$ cat src/hw/rtl/msit_pkg.sv
// Shared types and constants for the multi-slot interval timer.
`default_nettype none

package msit_pkg;

  localparam int unsigned Slots    = 16;
  localparam int unsigned SlotBits = 4;
  localparam int unsigned TimeBits = 32;

  typedef enum logic [2:0] {
    CMD_TICK     = 3'd0,
    CMD_ALLOC    = 3'd1,
    CMD_RESTART  = 3'd2,
    CMD_TOGGLE   = 3'd3,
    CMD_CONTINUE = 3'd4,
    CMD_PAUSE    = 3'd5,
    CMD_STOP     = 3'd6
  } cmd_e;

  typedef enum logic [1:0] {
    STAT_OK     = 2'd0,
    STAT_FULL   = 2'd1,
    STAT_UNUSED = 2'd2
  } status_e;

  typedef enum logic {
    KIND_FIRE = 1'b0,
    KIND_ACK  = 1'b1
  } kind_e;

  typedef enum logic [1:0] {
    S_IDLE,
    S_EXEC,
    S_SCAN
  } state_e;

  typedef struct packed {
    logic [2:0]          cmd;
    logic [SlotBits-1:0] slot;
    logic [31:0]         interval;
    logic                start_now;
  } msit_in_t;

  typedef struct packed {
    logic                kind;
    logic [SlotBits-1:0] slot_id;
    logic [1:0]          status;
    logic                last;
  } msit_out_t;

endpackage

`default_nettype wire

$ cat src/hw/rtl/multi_slot_interval_timer.sv
// Multi-slot interval timer: tick counter, slot table and a one-slot-per-cycle scanner.
//
// Usage: items enter on the in channel (in_valid_i / in_stall_o, payload
// in_data_i) and results leave on the out channel (out_valid_o /
// out_stall_i, payload out_data_o). A beat moves when valid is high and
// stall is low. One item is worked on at a time; in_stall_o is high while
// it is in progress.
// A command beat yields one acknowledgement, loaded into the output
// register in the EXEC state once that register is free; the block
// then returns to idle and takes the next item, while the
// acknowledgement may still wait downstream. A tick beat advances the
// counter and then scans the slot table with one shared compare and
// adder, one slot per cycle unless stalled: an accept step, one scan
// step per slot for all 16 slots and a close-out step. Each fire result
// is held one step back so the final one can carry last; a tick with
// no fires yields nothing. A stalled receiver freezes the scan at the
// next firing slot until the output register frees up; no result is
// dropped. Reset clears the counter, the in-use and running flags and all
// handshake state. Period and due entries are written by allocation before use.
`default_nettype none

module multi_slot_interval_timer (
  input  wire logic               clk_i,
  input  wire logic               rst_ni,
  input  wire logic               in_valid_i,
  output logic                    in_stall_o,
  input  wire msit_pkg::msit_in_t in_data_i,
  output logic                    out_valid_o,
  input  wire logic               out_stall_i,
  output msit_pkg::msit_out_t     out_data_o
);

  localparam int unsigned SB = msit_pkg::SlotBits;
  localparam int unsigned TB = msit_pkg::TimeBits;
  localparam logic [SB:0] ScanEnd = (SB+1)'(msit_pkg::Slots);

  msit_pkg::state_e    state_q, state_d;
  msit_pkg::msit_in_t  cmd_q, cmd_d;
  logic [TB-1:0]       now_q, now_d;
  logic [msit_pkg::Slots-1:0] in_use_q, in_use_d;
  logic [msit_pkg::Slots-1:0] running_q, running_d;
  logic [SB:0]         idx_q, idx_d;
  logic                pend_valid_q, pend_valid_d;
  logic [SB-1:0]       pend_id_q, pend_id_d;
  logic                out_valid_q, out_valid_d;
  msit_pkg::msit_out_t out_q, out_d;

  // slot table storage
  logic [TB-1:0] period_mem [msit_pkg::Slots];
  logic [TB-1:0] due_mem    [msit_pkg::Slots];

  logic          per_we, due_we;
  logic [SB-1:0] per_waddr, due_waddr;
  logic [TB-1:0] per_wdata, due_wdata;

  logic [SB-1:0] scan_slot, rd_addr;
  logic [TB-1:0] due_rd_q, per_rd_q;
  logic [TB-1:0] add_a, add_b, add_sum;
  logic          out_free;
  logic          free_found;
  logic [SB-1:0] free_id;
  logic          fire;
  logic [SB-1:0] s;

  assign scan_slot = idx_q[SB-1:0];
  assign s         = cmd_q.slot;
  // fetch the entry for the slot that the scan looks at next
  assign rd_addr   = idx_d[SB-1:0];
  assign add_sum   = add_a + add_b;
  assign out_free  = !out_valid_q || !out_stall_i;
  assign fire      = in_use_q[scan_slot] && running_q[scan_slot] && (now_q > due_rd_q);

  assign in_stall_o  = (state_q != msit_pkg::S_IDLE);
  assign out_valid_o = out_valid_q;
  assign out_data_o  = out_q;

  // lowest free slot
  always_comb begin
    free_found = 1'b0;
    free_id    = '0;
    for (int i = msit_pkg::Slots - 1; i >= 0; i--) begin
      if (!in_use_q[i]) begin
        free_found = 1'b1;
        free_id    = SB'(i);
      end
    end
  end

  always_comb begin
    state_d      = state_q;
    cmd_d        = cmd_q;
    now_d        = now_q;
    in_use_d     = in_use_q;
    running_d    = running_q;
    idx_d        = idx_q;
    pend_valid_d = pend_valid_q;
    pend_id_d    = pend_id_q;
    out_valid_d  = out_valid_q && out_stall_i;
    out_d        = out_q;
    per_we       = 1'b0;
    per_waddr    = s;
    per_wdata    = cmd_q.interval[TB-1:0];
    due_we       = 1'b0;
    due_waddr    = s;
    due_wdata    = now_q;
    add_a        = now_q;
    add_b        = cmd_q.interval[TB-1:0];

    case (state_q)
      msit_pkg::S_IDLE: begin
        if (in_valid_i) begin
          cmd_d = in_data_i;
          if (in_data_i.cmd == msit_pkg::CMD_TICK) begin
            now_d        = now_q + TB'(1);
            idx_d        = '0;
            pend_valid_d = 1'b0;
            state_d      = msit_pkg::S_SCAN;
          end else begin
            state_d = msit_pkg::S_EXEC;
          end
        end
      end

      msit_pkg::S_EXEC: begin
        if (out_free) begin
          out_valid_d   = 1'b1;
          out_d.kind    = msit_pkg::KIND_ACK;
          out_d.slot_id = s;
          out_d.status  = msit_pkg::STAT_OK;
          out_d.last    = 1'b1;
          state_d       = msit_pkg::S_IDLE;
          if (cmd_q.cmd == msit_pkg::CMD_ALLOC) begin
            if (!free_found) begin
              out_d.slot_id = '0;
              out_d.status  = msit_pkg::STAT_FULL;
            end else begin
              out_d.slot_id      = free_id;
              in_use_d[free_id]  = 1'b1;
              running_d[free_id] = 1'b1;
              per_we             = 1'b1;
              per_waddr          = free_id;
              due_we             = 1'b1;
              due_waddr          = free_id;
              due_wdata          = cmd_q.start_now ? now_q : add_sum;
            end
          end else if (!in_use_q[s]) begin
            out_d.status = msit_pkg::STAT_UNUSED;
          end else begin
            case (cmd_q.cmd)
              msit_pkg::CMD_RESTART: begin
                per_we = 1'b1;
                if (!running_q[s]) begin
                  running_d[s] = 1'b1;
                  due_we       = 1'b1;
                end
              end
              msit_pkg::CMD_TOGGLE: begin
                running_d[s] = !running_q[s];
                due_we       = !running_q[s];
              end
              msit_pkg::CMD_CONTINUE: begin
                running_d[s] = 1'b1;
                due_we       = 1'b1;
                if (cmd_q.interval != '0) begin
                  per_we    = 1'b1;
                  due_wdata = add_sum;
                end
              end
              msit_pkg::CMD_PAUSE: begin
                running_d[s] = 1'b0;
              end
              msit_pkg::CMD_STOP: begin
                in_use_d[s]  = 1'b0;
                running_d[s] = 1'b0;
              end
              default: begin
                // unknown code: leave the table alone
                out_d.status = msit_pkg::STAT_UNUSED;
              end
            endcase
          end
        end
      end

      msit_pkg::S_SCAN: begin
        add_a = due_rd_q;
        add_b = per_rd_q;
        if (idx_q == ScanEnd) begin
          // flush the held fire as the final result
          if (!pend_valid_q) begin
            state_d = msit_pkg::S_IDLE;
          end else if (out_free) begin
            out_valid_d   = 1'b1;
            out_d.kind    = msit_pkg::KIND_FIRE;
            out_d.slot_id = pend_id_q;
            out_d.status  = msit_pkg::STAT_OK;
            out_d.last    = 1'b1;
            pend_valid_d  = 1'b0;
            state_d       = msit_pkg::S_IDLE;
          end
        end else if (fire) begin
          // hold the scan while a held fire cannot move out
          if (!pend_valid_q || out_free) begin
            due_we    = 1'b1;
            due_waddr = scan_slot;
            due_wdata = add_sum;
            if (pend_valid_q) begin
              out_valid_d   = 1'b1;
              out_d.kind    = msit_pkg::KIND_FIRE;
              out_d.slot_id = pend_id_q;
              out_d.status  = msit_pkg::STAT_OK;
              out_d.last    = 1'b0;
            end
            pend_valid_d = 1'b1;
            pend_id_d    = scan_slot;
            idx_d        = idx_q + (SB+1)'(1);
          end
        end else begin
          idx_d = idx_q + (SB+1)'(1);
        end
      end

      default: begin
        state_d = msit_pkg::S_IDLE;
      end
    endcase
  end

  always_ff @(posedge clk_i or negedge rst_ni) begin
    if (!rst_ni) begin
      state_q      <= msit_pkg::S_IDLE;
      now_q        <= '0;
      in_use_q     <= '0;
      running_q    <= '0;
      idx_q        <= '0;
      pend_valid_q <= 1'b0;
      out_valid_q  <= 1'b0;
    end else begin
      state_q      <= state_d;
      now_q        <= now_d;
      in_use_q     <= in_use_d;
      running_q    <= running_d;
      idx_q        <= idx_d;
      pend_valid_q <= pend_valid_d;
      out_valid_q  <= out_valid_d;
    end
  end

  always_ff @(posedge clk_i) begin
    cmd_q     <= cmd_d;
    pend_id_q <= pend_id_d;
    out_q     <= out_d;
  end

  always_ff @(posedge clk_i) begin
    if (per_we) begin
      period_mem[per_waddr] <= per_wdata;
    end
    if (due_we) begin
      due_mem[due_waddr] <= due_wdata;
    end
    due_rd_q <= due_mem[rd_addr];
    per_rd_q <= period_mem[rd_addr];
  end

endmodule

`default_nettype wire
$ cat config.mk
export PLATFORM = sky130hd
export DESIGN_NAME = multi_slot_interval_timer
export DESIGN_NICKNAME = d
export VERILOG_FILES = /design/src/hw/rtl/msit_pkg.sv /design/src/hw/rtl/multi_slot_interval_timer.sv
export SDC_FILE = /design/constraint.sdc
export NUM_CORES = 2
export LEC_CHECK = 0
export BUFFER_PORTS_ARGS = -buffer_cell sky130_fd_sc_hd__buf_2
export CAP_MARGIN = 20
export CORE_MARGIN = 10
export CORE_UTILIZATION = 60
export CTS_CLUSTER_DIAMETER = 30
export CTS_CLUSTER_SIZE = 24
export DETAILED_ROUTE_END_ITERATION = 10
export PLACE_DENSITY_LB_ADDON = 0.2
export RECOVER_POWER = 100
export SYNTH_ARGS = -nofsm -noshare
export SYNTH_HDL_FRONTEND = slang
export SYNTH_SLANG_ARGS = --single-unit
$ cat constraint.sdc
create_clock -name clk_i -period 9.4 [get_ports clk_i]
set_input_delay 0.94 -clock clk_i [delete_from_list [all_inputs] [get_ports clk_i]]
set_output_delay 0.94 -clock clk_i [all_outputs]
set_load 0.02 [all_outputs]
==> summary.md <==
| Metric | Value |
|---|---|
| Status | `finished with violations` |
| Failing checks | `max-capacitance violations, max-slew violations` |
| Sw frac | `31.0%` |
| Via/cell ratio | `6.33` |
| Path type of the worst setup path | `reg2reg` |
| Mapped Cells | `3720` |
| Fin nets | `3962` |
| Post-Route Skew | `0.0429 ns` |
| Max_cap viols | `20` |
| Wire per inst | `24.7 µm` |
| Asr flop ratio synth | `6.02%` |
| Starting Density | `60.8%` |
| Compound-cell area share of the yosys netlist | `9.54%` |
| CP max stage cell | `ha_1` |
| Critical Path Max Stage Delay | `1.80 ns` |
| Tightest Pin Transition | `3.23 ns` |
| Critical Path AT | `7.90 ns` |
| Routed WL | `128000 µm` |
| Sequential share of power | `35.1%` |
| Clk_lat worst skew | `0.80 ns` |
| First DRT Iteration DRCs | `3591` |
| Antenna fix cells | `0` |
| Root buffer cell | `clkbuf_16` |
| Clock Power Share | `41.0%` |
| CP Max Fanout | `186` |
| Clock slew at reported path FFs | `0.05 ns` |
| Fin crit period | `7.17 ns` |
| Count of final hold-check violations | `0` |
| Synth Warn # | `0` |
| #FFs+latches synth | `1213` |
| Height of the chip | `312 µm` |
| Cell Pwr Density | `316 nW/µm²` |
| Setup TNS | `0 ns` |
| Port bufs | `53` |
| Hold buffer count at CTS | `0` |
| # Post-CTS Setup Buffers | `0` |
| Seq/Total Area, Yosys | `69.4%` |
| Row cnt | `106` |
| IO Pins | `54` |
| Mux contribution to synthesized area | `6.05%` |
| Global-route wire length before repair | `193000 µm` |
| CP top delay family | `buffers and inverters` |
| CP cell instances | `inv_1, ha_1, inv_1, a31oi_1, clkinv_1, nor2_1, a221oi_1, buf_12, inv_8, buf_12, nand2_1, and3_1, o32ai_1, a221o_1` |
| Vias in the first global route | `32144` |
| Synth Area in Adders | `1.76%` |
| Largest net degree at the start of global routing | `213` |
| Mapped Area | `51000 µm²` |
| Antenna violation net count after detailed routing | `0` |
| Drt pass-1 iters | `6` |
| Leak pwr | `21.9 nW` |
| Clk sink count | `1213` |
| Post-CTS Resized | `0` |
| Final Setup Violations | `0` |
| DP Cell Count | `4764` |
| Mapped Nets | `3835` |
| Worst VDD drop | `0.342 mV` |
| Vias | `32719` |
| DRC Markers | `0` |
| Critical Path RT | `10.13 ns` |
| Post-synth EDFFs | `1076` |
| Total GRT Usage | `25.7%` |
| Placer Congestion | `0.913` |
| CP endpoint kind | `flop` |
| Clock buffer depth | `3` |
| Simple-gate area share of the yosys netlist | `9.68%` |
| Final Power | `18.9 mW` |
| Hold Crit Class | `in2reg` |
| Maximum clock frequency | `140 MHz` |
| Worst Path Buf+Inv | `6` |
| CP startpoint kind | `flop` |
| Final hold slack | `0.323 ns` |
| Slew HR | `-115%` |
| Number of distinct library cells after synthesis | `75` |
| Post-DP HPWL | `65200 µm` |
| Die Wd | `312 µm` |
| Final cycle utilization of the critical path | `76.3%` |
| RSZ-0062 raised after global routing | `false` |
| Final cell count without fillers | `5167` |
| Syn avg cell area | `13.7 µm²` |
| Combinational power share | `23.9%` |
| Core ar. | `84000 µm²` |
| Internal power | `13.1 mW` |
| Initial antenna violation count | `0` |
| Synth Flop Type | `edfxtp_1` |
| Slew Viols, Final | `689` |
| Finished Core Util | `71.3%` |
| Htree depth | `4` |
| Xor and xnor fraction of the mapped netlist area | `1.06%` |
| CTS Buf Count | `210` |
| TritonCTS clock tree | `built` |
| Share of cells above drive strength 1 | `15.5%` |
| Switching power of the nets | `5.88 mW` |
| Layout area overhead | `17.3%` |
| GRT overflow | `0` |
| Main combinational cell family by area after synthesis | `simple AND/OR/NAND/NOR gates` |
| Die area | `97100 µm²` |
-- logic make-up (layout without fill, tap and decap cells) --
kind of cell	Yosys count	count (layout)
buf+inv	275	588
mux	280	280
xor+xnor	62	62
fa+ha+maj	71	71
simple gates	1125	1125
compound gates	694	694
flops	1213	1213
-- routing by layer --
| metal | routed length [µm] | global-route usage, % | up-vias |
|---|---|---|---|
| met5 | 0 | 0 | - |
| met4 | 3370 | 9.32 | 0 |
| met3 | 10700 | 4.62 | 271 |
| met2 | 60700 | 40.7 | 1586 |
| met1 | 52900 | 35.6 | 16389 |
| li1 | - | - | 14473 |
-- state kept, by name, indices dropped and copies added (netlist names), 4 cells and up --
name / count
running_q: 16
in_use_q: 16
cmd_q: 4
idx_q: 5
due_mem: 512
due_rd_q: 32
s: 4
period_mem: 512
pend_id_q: 4
out_data_o: 8
per_wdata: 32
per_rd_q: 32
now_q: 32
-- power groups by stage --
stage          logic (mW)  clock network [mW]  registers, mW
4_1_cts              4.49                7.84           6.64
2_1_floorplan        3.42                   0           6.57
6_report             4.52                7.77           6.66
5_1_grt              4.89                8.10           6.68
3_3_place_gp         4.36                   0           6.73
3_5_place_dp         4.44                   0           6.74
-- cell usage after synthesis, types with 20 or more instances --
master,instances,share of area [%]
nand4_1,20,0.25
o21ai_0,91,0.89
inv_1,52,0.38
buf_2,91,0.89
dfrtp_1,73,3.6
a31oi_1,22,0.27
o32ai_1,63,1.1
nand3_1,41,0.40
a32oi_1,127,2.2
a21oi_1,210,2.1
nor3_1,21,0.21
ha_1,70,1.7
nand2_1,740,5.4
nor2_1,94,0.69
a21o_1,26,0.38
dfxtp_1,64,2.5
and3_1,141,1.7
mux2i_1,143,2.8
xnor2_1,45,0.77
a221o_1,65,1.3
clkbuf_1,88,0.65
edfxtp_1,1076,63
mux2_2,127,2.8
-- cell usage in the layout (no fill, tap or decap), drive strengths merged, types with 8 or more instances in the layout --
cell / netlist / final
nor4: 10 / 10
o21ai: 103 / 103
a21oi: 210 / 210
a21o: 26 / 26
a211oi: 12 / 12
o32ai: 63 / 63
edfxtp: 1076 / 1076
a31oi: 22 / 22
clkinvlp: 0 / 19
dfxtp: 64 / 64
buf: 129 / 91
mux2: 127 / 127
a32oi: 127 / 127
nor2: 95 / 95
o21bai: 8 / 8
inv: 57 / 69
xor2: 17 / 17
a22o: 12 / 12
ha: 70 / 70
clkinv: 1 / 84
a221o: 65 / 65
nand3: 42 / 42
nand2b: 15 / 15
bufinv: 0 / 30
nand4: 20 / 20
clkbuf: 88 / 295
nand2: 740 / 740
dfrtp: 73 / 73
xnor2: 45 / 45
and3: 141 / 141
mux4: 10 / 10
nor2b: 9 / 9
nor3: 23 / 23
mux2i: 143 / 143
-- worst register-to-register path, delay by kind of cell, from the launching register on --
kind / cells / cell delay (ns)
fa+ha+maj: 1 / 1.80
compound gates: 4 / 1.48
buf+inv: 6 / 2.79
flops: 1 / 0.41
simple gates: 3 / 0.65
-- path summary, 6_finish.rpt --
check                      depth (start not counted)           from  slack, ns            end
min reg2reg                                        2   pend_id_q[0]       0.52  out_data_o[3]
min in group asynchronous                          1         rst_ni       0.54    in_use_q[7]
max                                               14     state_q[0]       2.23   per_rd_q[19]
min                                                1  in_data_i[24]       0.32  per_wdata[23]
max in group asynchronous                          2         rst_ni       5.37       now_q[9]
max reg2reg                                       14     state_q[0]       2.23   per_rd_q[19]
-- through the flow --
step                      setup WS, ns  instance area [µm²]
after floorplan                   3.86                51000
after global placement            4.13                52600
after detailed placement          4.11                52600
after CTS                         4.07                60000
after global routing              1.81                59900
final                             2.23                59900
-- area by class of cell --
class / count / area (µm²)
Sequential cell: 1213 / 35400
Fill cell: 5381 / 24100
Multi-Input combinational cell: 2232 / 14600
Clock buffer: 254 / 5540
Clock inverter: 144 / 1890
Tap cell: 1134 / 1420
Timing Repair Buffer: 132 / 808
Inverter: 58 / 225
Power figures use the tool's default switching activity.
